### config.mk
export PLATFORM = sky130hd
export DESIGN_NAME = gregorian_date_difference_top
export DESIGN_NICKNAME = d
export VERILOG_FILES = /design/src/rtl/gdd_pkg.sv /design/src/rtl/gdd_date_num.sv /design/src/rtl/gregorian_date_difference_top.sv
export SDC_FILE = /design/constraint.sdc
export NUM_CORES = 2
export LEC_CHECK = 0
export ABC_AREA = 1
export BUFFER_PORTS_ARGS = -buffer_cell sky130_fd_sc_hd__buf_4
export CAP_MARGIN = 20
export CORE_MARGIN = 5
export CORE_UTILIZATION = 66
export DETAILED_ROUTE_END_ITERATION = 12
export GPL_TIMING_DRIVEN = 0
export PLACE_DENSITY = 0.83
export SLEW_MARGIN = 5
export SYNTH_ARGS = -nofsm -noshare
export SYNTH_HDL_FRONTEND = slang
export SYNTH_SLANG_ARGS = --single-unit
### constraint.sdc
create_clock -name i_clk -period 8.1 [get_ports i_clk]
set_clock_uncertainty 0.1 [all_clocks]
set_input_delay 0.405 -clock i_clk [delete_from_list [all_inputs] [get_ports i_clk]]
set_output_delay 0.405 -clock i_clk [all_outputs]
set_load 0.05 [all_outputs]
### src/rtl/gdd_pkg.sv
// Shared types, constants and calendar tables for the date difference block.
// No dependencies; used by gdd_date_num and gregorian_date_difference_top.
`timescale 1ns / 1ps
`default_nettype none
package gdd_pkg;

    localparam int DAY_W   = 5;
    localparam int MONTH_W = 4;
    localparam int YEAR_W  = 14;
    localparam int DN_W    = 23;

    // Years above this make a date invalid.
    localparam int MAX_YEAR = 9999;
    localparam int YCMP_W   = 17;

    // floor(u / 25) = (u * RECIP_25) >> RECIP_SHIFT, exact for u < 8192
    localparam int RECIP_25    = 5243;
    localparam int RECIP_SHIFT = 17;
    localparam int DIVIN_W     = 13;
    localparam int QUOT_W      = 9;
    localparam int PROD_W      = DIVIN_W + DIVIN_W;

    localparam int MSTART_W = 9;
    localparam int MOFF_W   = 10;

    localparam logic [MONTH_W-1:0] MONTH_FEB = MONTH_W'(2);

    // Enables for the three register stages of one date's day number unit
    typedef struct packed {
        logic s1;
        logic s2;
        logic s3;
    } t_stage_en;

    // Length of a month in a common year; zero for codes that are no month
    function automatic logic [DAY_W-1:0] month_len(input logic [MONTH_W-1:0] m);
        logic [DAY_W-1:0] len;
        unique case (m)
            4'd1:    len = 5'd31;
            4'd2:    len = 5'd28;
            4'd3:    len = 5'd31;
            4'd4:    len = 5'd30;
            4'd5:    len = 5'd31;
            4'd6:    len = 5'd30;
            4'd7:    len = 5'd31;
            4'd8:    len = 5'd31;
            4'd9:    len = 5'd30;
            4'd10:   len = 5'd31;
            4'd11:   len = 5'd30;
            4'd12:   len = 5'd31;
            default: len = 5'd0;
        endcase
        return len;
    endfunction

    // Days before the first of the month in a common year
    function automatic logic [MSTART_W-1:0] month_start(input logic [MONTH_W-1:0] m);
        logic [MSTART_W-1:0] st;
        unique case (m)
            4'd1:    st = 9'd0;
            4'd2:    st = 9'd31;
            4'd3:    st = 9'd59;
            4'd4:    st = 9'd90;
            4'd5:    st = 9'd120;
            4'd6:    st = 9'd151;
            4'd7:    st = 9'd181;
            4'd8:    st = 9'd212;
            4'd9:    st = 9'd243;
            4'd10:   st = 9'd273;
            4'd11:   st = 9'd304;
            4'd12:   st = 9'd334;
            default: st = 9'd0;
        endcase
        return st;
    endfunction

    function automatic logic [QUOT_W-1:0] div25(input logic [DIVIN_W-1:0] u);
        logic [PROD_W-1:0] prod;
        prod = PROD_W'(u) * PROD_W'(RECIP_25);
        return prod[RECIP_SHIFT +: QUOT_W];
    endfunction

endpackage
`default_nettype wire

### src/rtl/gdd_date_num.sv
// Three-stage validity check and day number for one calendar date.
// Depends on gdd_pkg; stage enables come from the top level pipeline control.
`timescale 1ns / 1ps
`default_nettype none
module gdd_date_num #(
    parameter int MAX_YEAR = gdd_pkg::MAX_YEAR
) (
    input  wire                          i_clk,
    input  gdd_pkg::t_stage_en           i_en,
    input  wire [gdd_pkg::DAY_W-1:0]     i_day,
    input  wire [gdd_pkg::MONTH_W-1:0]   i_month,
    input  wire [gdd_pkg::YEAR_W-1:0]    i_year,
    output logic                         o_ok,
    output logic [gdd_pkg::DN_W-1:0]     o_day_num
);

    localparam int DN_W = gdd_pkg::DN_W;
    localparam int DIVIN_W = gdd_pkg::DIVIN_W;
    localparam int QUOT_W = gdd_pkg::QUOT_W;
    localparam int YEAR_W = gdd_pkg::YEAR_W;

    // stage 1: table lookups, range checks and the constant divisions
    logic [gdd_pkg::DAY_W-1:0]    r_a_day;
    logic [gdd_pkg::DAY_W-1:0]    r_a_len;
    logic [gdd_pkg::MSTART_W-1:0] r_a_start;
    logic [YEAR_W-1:0]            r_a_year;
    logic                         r_a_base_ok;
    logic                         r_a_is_feb;
    logic                         r_a_after_feb;
    logic [QUOT_W-1:0]            r_a_q100c;
    logic [QUOT_W-1:0]            r_a_q400c;
    logic [QUOT_W-1:0]            r_a_q100f;
    logic [QUOT_W-1:0]            r_a_q400f;
    logic [DN_W-1:0]              r_a_y365;

    logic [YEAR_W:0] n_y99;
    logic [YEAR_W:0] n_y399;

    always_comb begin
        n_y99  = (YEAR_W+1)'(i_year) + (YEAR_W+1)'(99);
        n_y399 = (YEAR_W+1)'(i_year) + (YEAR_W+1)'(399);
    end

    always_ff @(posedge i_clk) begin
        if (i_en.s1) begin
            r_a_day       <= i_day;
            r_a_len       <= gdd_pkg::month_len(i_month);
            r_a_start     <= gdd_pkg::month_start(i_month);
            r_a_year      <= i_year;
            r_a_base_ok   <= (gdd_pkg::month_len(i_month) != '0) && (i_day != '0) &&
                             (gdd_pkg::YCMP_W'(i_year) <=
                              gdd_pkg::YCMP_W'(MAX_YEAR));
            r_a_is_feb    <= (i_month == gdd_pkg::MONTH_FEB);
            r_a_after_feb <= (i_month > gdd_pkg::MONTH_FEB);
            // ceil(y/100) = floor(floor((y+99)/4) / 25), ceil(y/400) likewise with 16
            r_a_q100c     <= gdd_pkg::div25(DIVIN_W'(n_y99 >> 2));
            r_a_q400c     <= gdd_pkg::div25(DIVIN_W'(n_y399 >> 4));
            r_a_q100f     <= gdd_pkg::div25(DIVIN_W'(i_year >> 2));
            r_a_q400f     <= gdd_pkg::div25(DIVIN_W'(i_year >> 4));
            r_a_y365      <= DN_W'(i_year) * DN_W'(365);
        end
    end

    // stage 2: leap year, final validity, year part of the day number and month offset
    logic [DIVIN_W-1:0]  n_f100;
    logic [DIVIN_W-1:0]  n_f400;
    logic [DIVIN_W-1:0]  n_ceil4;
    logic                n_leap;
    logic [gdd_pkg::DAY_W:0] n_len;

    always_comb begin
        n_f100  = DIVIN_W'(r_a_year >> 2);
        n_f400  = DIVIN_W'(r_a_year >> 4);
        n_ceil4 = DIVIN_W'(((YEAR_W+1)'(r_a_year) + (YEAR_W+1)'(3)) >> 2);
        // divisible by 4 and not by 100, or divisible by 400
        n_leap  = ((r_a_year[1:0] == 2'b00) &&
                   (n_f100 != DIVIN_W'(r_a_q100f) * DIVIN_W'(25))) ||
                  ((r_a_year[3:0] == 4'b0000) &&
                   (n_f400 == DIVIN_W'(r_a_q400f) * DIVIN_W'(25)));
        n_len   = (gdd_pkg::DAY_W+1)'(r_a_len) +
                  (gdd_pkg::DAY_W+1)'(r_a_is_feb && n_leap);
    end

    logic                         r_b_ok;
    logic [DN_W-1:0]              r_b_ysum;
    logic [gdd_pkg::MOFF_W-1:0]   r_b_moff;
    logic [gdd_pkg::DAY_W-1:0]    r_b_day;

    always_ff @(posedge i_clk) begin
        if (i_en.s2) begin
            r_b_ok   <= r_a_base_ok && ((gdd_pkg::DAY_W+1)'(r_a_day) <= n_len);
            r_b_ysum <= r_a_y365 + DN_W'(n_ceil4) - DN_W'(r_a_q100c) + DN_W'(r_a_q400c);
            r_b_moff <= gdd_pkg::MOFF_W'(r_a_start) +
                        gdd_pkg::MOFF_W'(r_a_after_feb && n_leap);
            r_b_day  <= r_a_day;
        end
    end

    // stage 3: add month and day
    always_ff @(posedge i_clk) begin
        if (i_en.s3) begin
            o_ok      <= r_b_ok;
            o_day_num <= r_b_ysum + DN_W'(r_b_moff) + DN_W'(r_b_day);
        end
    end

endmodule
`default_nettype wire

### src/rtl/gregorian_date_difference_top.sv
// Throughput 1 item per cycle while the output side does not hold it off.
// Stages: lookups and constant divides, leap/validity and year sum, month/day add,
// difference and output register. Each stage holds under backpressure, so an item
// enters whenever the stage ahead of it is free. Synchronous active-low reset
// clears the stage valid bits only; payload registers are not reset.
// Depends on gdd_pkg and gdd_date_num.
`timescale 1ns / 1ps
`default_nettype none
module gregorian_date_difference_top #(
    parameter int MAX_YEAR = gdd_pkg::MAX_YEAR
) (
    input  wire                                i_clk,
    input  wire                                i_rst_n,
    input  wire                                i_in_valid,
    output logic                               o_in_ready,
    input  wire [gdd_pkg::DAY_W-1:0]           i_entry_day,
    input  wire [gdd_pkg::MONTH_W-1:0]         i_entry_month,
    input  wire [gdd_pkg::YEAR_W-1:0]          i_entry_year,
    input  wire [gdd_pkg::DAY_W-1:0]           i_exit_day,
    input  wire [gdd_pkg::MONTH_W-1:0]         i_exit_month,
    input  wire [gdd_pkg::YEAR_W-1:0]          i_exit_year,
    output logic                               o_out_valid,
    input  wire                                i_out_ready,
    output logic signed [gdd_pkg::DN_W-1:0]    o_day_count,
    output logic                               o_entry_ok,
    output logic                               o_exit_ok
);

    logic [2:0] r_vld;
    logic       r_out_vld;
    logic       n_en_out;
    gdd_pkg::t_stage_en n_en;

    always_comb begin
        n_en_out = !r_out_vld || i_out_ready;
        n_en.s3  = !r_vld[2] || n_en_out;
        n_en.s2  = !r_vld[1] || n_en.s3;
        n_en.s1  = !r_vld[0] || n_en.s2;
        o_in_ready  = n_en.s1;
        o_out_valid = r_out_vld;
    end

    always_ff @(posedge i_clk) begin
        if (!i_rst_n) begin
            r_vld     <= '0;
            r_out_vld <= 1'b0;
        end else begin
            if (n_en.s1)  r_vld[0]  <= i_in_valid;
            if (n_en.s2)  r_vld[1]  <= r_vld[0];
            if (n_en.s3)  r_vld[2]  <= r_vld[1];
            if (n_en_out) r_out_vld <= r_vld[2];
        end
    end

    logic                     w_entry_ok;
    logic                     w_exit_ok;
    logic [gdd_pkg::DN_W-1:0] w_entry_dn;
    logic [gdd_pkg::DN_W-1:0] w_exit_dn;

    gdd_date_num #(
        .MAX_YEAR (MAX_YEAR)
    ) u_entry (
        .i_clk     (i_clk),
        .i_en      (n_en),
        .i_day     (i_entry_day),
        .i_month   (i_entry_month),
        .i_year    (i_entry_year),
        .o_ok      (w_entry_ok),
        .o_day_num (w_entry_dn)
    );

    gdd_date_num #(
        .MAX_YEAR (MAX_YEAR)
    ) u_exit (
        .i_clk     (i_clk),
        .i_en      (n_en),
        .i_day     (i_exit_day),
        .i_month   (i_exit_month),
        .i_year    (i_exit_year),
        .o_ok      (w_exit_ok),
        .o_day_num (w_exit_dn)
    );

    // difference wraps mod 2^DN_W, matching the result field width
    always_ff @(posedge i_clk) begin
        if (n_en_out) begin
            o_day_count <= (w_entry_ok && w_exit_ok) ? (w_exit_dn - w_entry_dn) : '0;
            o_entry_ok  <= w_entry_ok;
            o_exit_ok   <= w_exit_ok;
        end
    end

endmodule
`default_nettype wire

==> metrics.md <==
| Metric | Value |
|---|---|
| Status | complete, no violations |
| Post-synth EDFFs | 321 |
| Deepest clock path buffer count | 3 |
| Most frequent cells in the layout | inv_1 (1223), ha_1 (911), nand2_1 (693) |
| Max-cap check violation count | 0 |
| Post-CTS sizing | 0 |
| Crit. End Element | flip-flop |
| Root buffer cell | clkbuf_16 |
| Die footprint | 76000 sq um |
| Via density | 5.59 |
| Finished layout cell area | 49800 sq um |
| Yosys top cell area share | 24.5% |
| CTS Buf Count | 36 |
| Worst path slowest cell | fa_1 |
| Final setup vio count | 0 |
| Clock sinks | 325 |
| # rows | 97 |
| Cell mode on critical path | nand2_1 |
| DR vias | 35200 |
| Setup crit start kind | input pin |
| Syn Nets | 6602 |
| Critical path depth | 27 |
| DRC | 0 |
| Commonest non-fill, non-tap cell in the layout | inv_1 |
| First-pass GRT wire length | 177 mm |
| Worst Setup SP | i_exit_year[1] |
| Final Critical Period | 6830 ps |
| Post-synthesis async set-or-reset flop share | 0% |
| Die X | 276 um |
| TritonCTS clock tree | yes |
| Worst rel slew slack | 25.0% |
| Initial antenna violation count | 4 |
| Starting density of the core | 66.5% |
| Slew Limit Fails | 0 |
| Crit Path Max Fanout | 7 |
| WHS Path Cells | 1 |
| Most common flop cell mapped by yosys | edfxtp_1 |
| Avg WL per Cell | 16.9 um |
| DRC marker count from the first detailed-route iteration | 2577 |
| Final antenna-violating net count | 0 |
| Sequential-to-total area share from yosys stat | 20.9% |
| CP Class | in2reg |
| Top cells by area, synth | ha_1 (24%), edfxtp_1 (21%), fa_1 (19%), inv_1 (9.9%), nand2_1 (5.6%) |
| Layout cell share with drive strength beyond 1 | 3.83% |
| Clock Latency Late Sink | 570 ps |
| R2r setup slk | 2860 ps |
| Yosys warnings | 0 |
| Clock Pin Slew Worst Setup and Hold Paths | 60 ps |
| Achievable frequency | 146 MHz |
| IO Count | 77 |
| Library cells used by synthesis | 61 |
| GPL Wtd Cong | 0.960 |
| Post-Syn Instances | 5193 |
| Post-synthesis register bit count | 325 |
| # H-tree levels | 2 |
| Worst r2r path cells | 25 |
| R2r startpoint | u_entry.r_a_q100f[1]$_DFFE_PP_ |
| RSZ-0062 raised after global routing | false |
| Final HPWL from detailed placement | 91.0 mm |
| Worst path bufs/invs | 7 |
| Final period util | 84.3% |
| DRT Pass-1 Iters | 6 |
| Placed Area | 48400 sq um |
| Pin count of the biggest net entering global routing | 78 |
| Syn Area/Cell | 8.97 sq um |
| Setup TNS | 0 ps |
| Core area | 70000 sq um |
| Worst Hold Class | in2reg |
| Hold path startpoint | i_entry_year[11] |
| Post-Route WL | 107 mm |
| Area Growth Syn to Fin | 6.91% |
| Final Hold Viols | 0 |
| Post-synth top area cell | ha_1 |
| Die height | 276 um |
| Overflow left after global routing | 0 |
| Post-CTS Setup Inserts | 0 |
| CP required | 8310 ps |
| Worst path arrival time | 7040 ps |
| Worst slew pin tran | 1120 ps |
| Layout Nets | 6733 |
| Syn Std Cell Area | 46600 sq um |
| GR Util All Layers | 28.7% |
| CP max stage delay | 600 ps |
| Vias in the first global route | 36300 |
| Top Family by Delay on Critical Path | adder cells |
| Port bufs | 74 |
## path summary, 6_finish.rpt
path                                          to
hold reg to reg      u_exit.r_b_day[0]$_DFFE_PP_
setup / recovery   u_exit.r_a_q100c[2]$_DFFE_PP_
setup reg to reg        u_entry.r_b_ok$_DFFE_PP_
hold / removal    u_entry.r_a_year[11]$_DFFE_PP_
## layout make-up
type / count / area, sq um
Multi-Input combinational cell: 3633 / 32200
Fill cell: 5161 / 20200
Sequential cell: 325 / 9720
Inverter: 1227 / 4610
Tap cell: 940 / 1180
Clock buffer: 37 / 905
Timing Repair Buffer: 93 / 818
Clock inverter: 27 / 302
Buffer: 8 / 41.3
Antenna cell: 4 / 10.0
## routing by layer
| metal | up-vias | global-route usage [%] | routed length, um |
|---|---|---|---|
| li1 | 17100 | - | - |
| met2 | 1116 | 48.6 | 50100 |
| met5 | - | 0 | 20 |
| met4 | 2 | 8.52 | 3520 |
| met3 | 226 | 4.17 | 7100 |
| met1 | 16800 | 38.7 | 45900 |
## metrics by stage
step                setup slack, ps  cells  utilization [%]  hold slack [ps]
finish                         1270   6294             71.1             34.6
CTS                            1360   6290             71.1             7.97
detailed placement              951   6212             69.2              334
floorplan                      1110   5193                -              300
global placement              -1120   6207             69.0              325
global route                    961   6294             71.1             16.5
## worst reg2reg max path, stage by stage (launching register included)
cell and delay, ps:
edfxtp_1 490, ha_1 340, ha_1 300, ha_1 310, inv_1 70, fa_1 610, inv_1 70, nand2_1 70
nand2_1 50, nor2_1 100, nand3_1 90, nor2_1 100, nand3_1 90, nor2_1 90, nand4_1 200, nand2_1 230
a21oi_1 100, ha_1 210, ha_1 180, inv_1 60, ha_1 230, ha_1 280, nand2_1 50, nor2_1 180
nand3_1 90, a21boi_0 360
## cell usage after synthesis (all sizes together) (3+ instances only)
cell type	number
dfxtp	4
buf	5
nand3b	9
nand4	57
a221oi	6
o21a	26
o31ai	11
nor2	308
ha	911
a211oi	9
a21oi	304
nor3	55
xnor2	85
a31oi	25
nand3	191
or2	13
a21boi	11
fa	448
nand2	698
inv	1226
clkbuf	3
xor2	175
o2111ai	4
nor4	12
o211ai	9
o21ai	187
edfxtp	321
o21bai	19
a21o	40
nor3b	3
## flip-flops by register name (all words and copies together) (netlist names), 6 cells and up
name,count
o_day_count,23
u_entry.o_day_num,23
u_entry.r_a_y365,23
u_entry.r_b_ysum,23
u_exit.o_day_num,23
u_exit.r_a_y365,23
u_exit.r_b_ysum,23
u_entry.r_a_year,12
u_exit.r_a_year,12
u_entry.r_b_moff,10
u_exit.r_b_moff,10
u_entry.r_a_q100c,9
u_entry.r_a_start,9
u_exit.r_a_q100c,9
u_exit.r_a_start,9
u_entry.r_a_q100f,8
u_exit.r_a_q100f,8
u_entry.r_a_q400c,7
u_exit.r_a_q400c,7
u_entry.r_a_q400f,6
u_exit.r_a_q400f,6
## cells by family after synthesis
group | count (synthesis) | share of synthesized area (%)
flops | 325 | 20.9
compound gates | 663 | 8.19
buf+inv | 1235 | 9.98
fa+ha+maj | 1359 | 43.7
simple gates | 1351 | 12.3
xor+xnor | 260 | 4.90
## what timing repair did
item	4_1_cts	5_1_grt
hold endpoints to repair	15	0
endpoints found under the setup margin	0	0
hold buffers	14	0
Power is not shown: default switching activity piles up to over one toggle a cycle in this logic, so the estimate is an artifact.
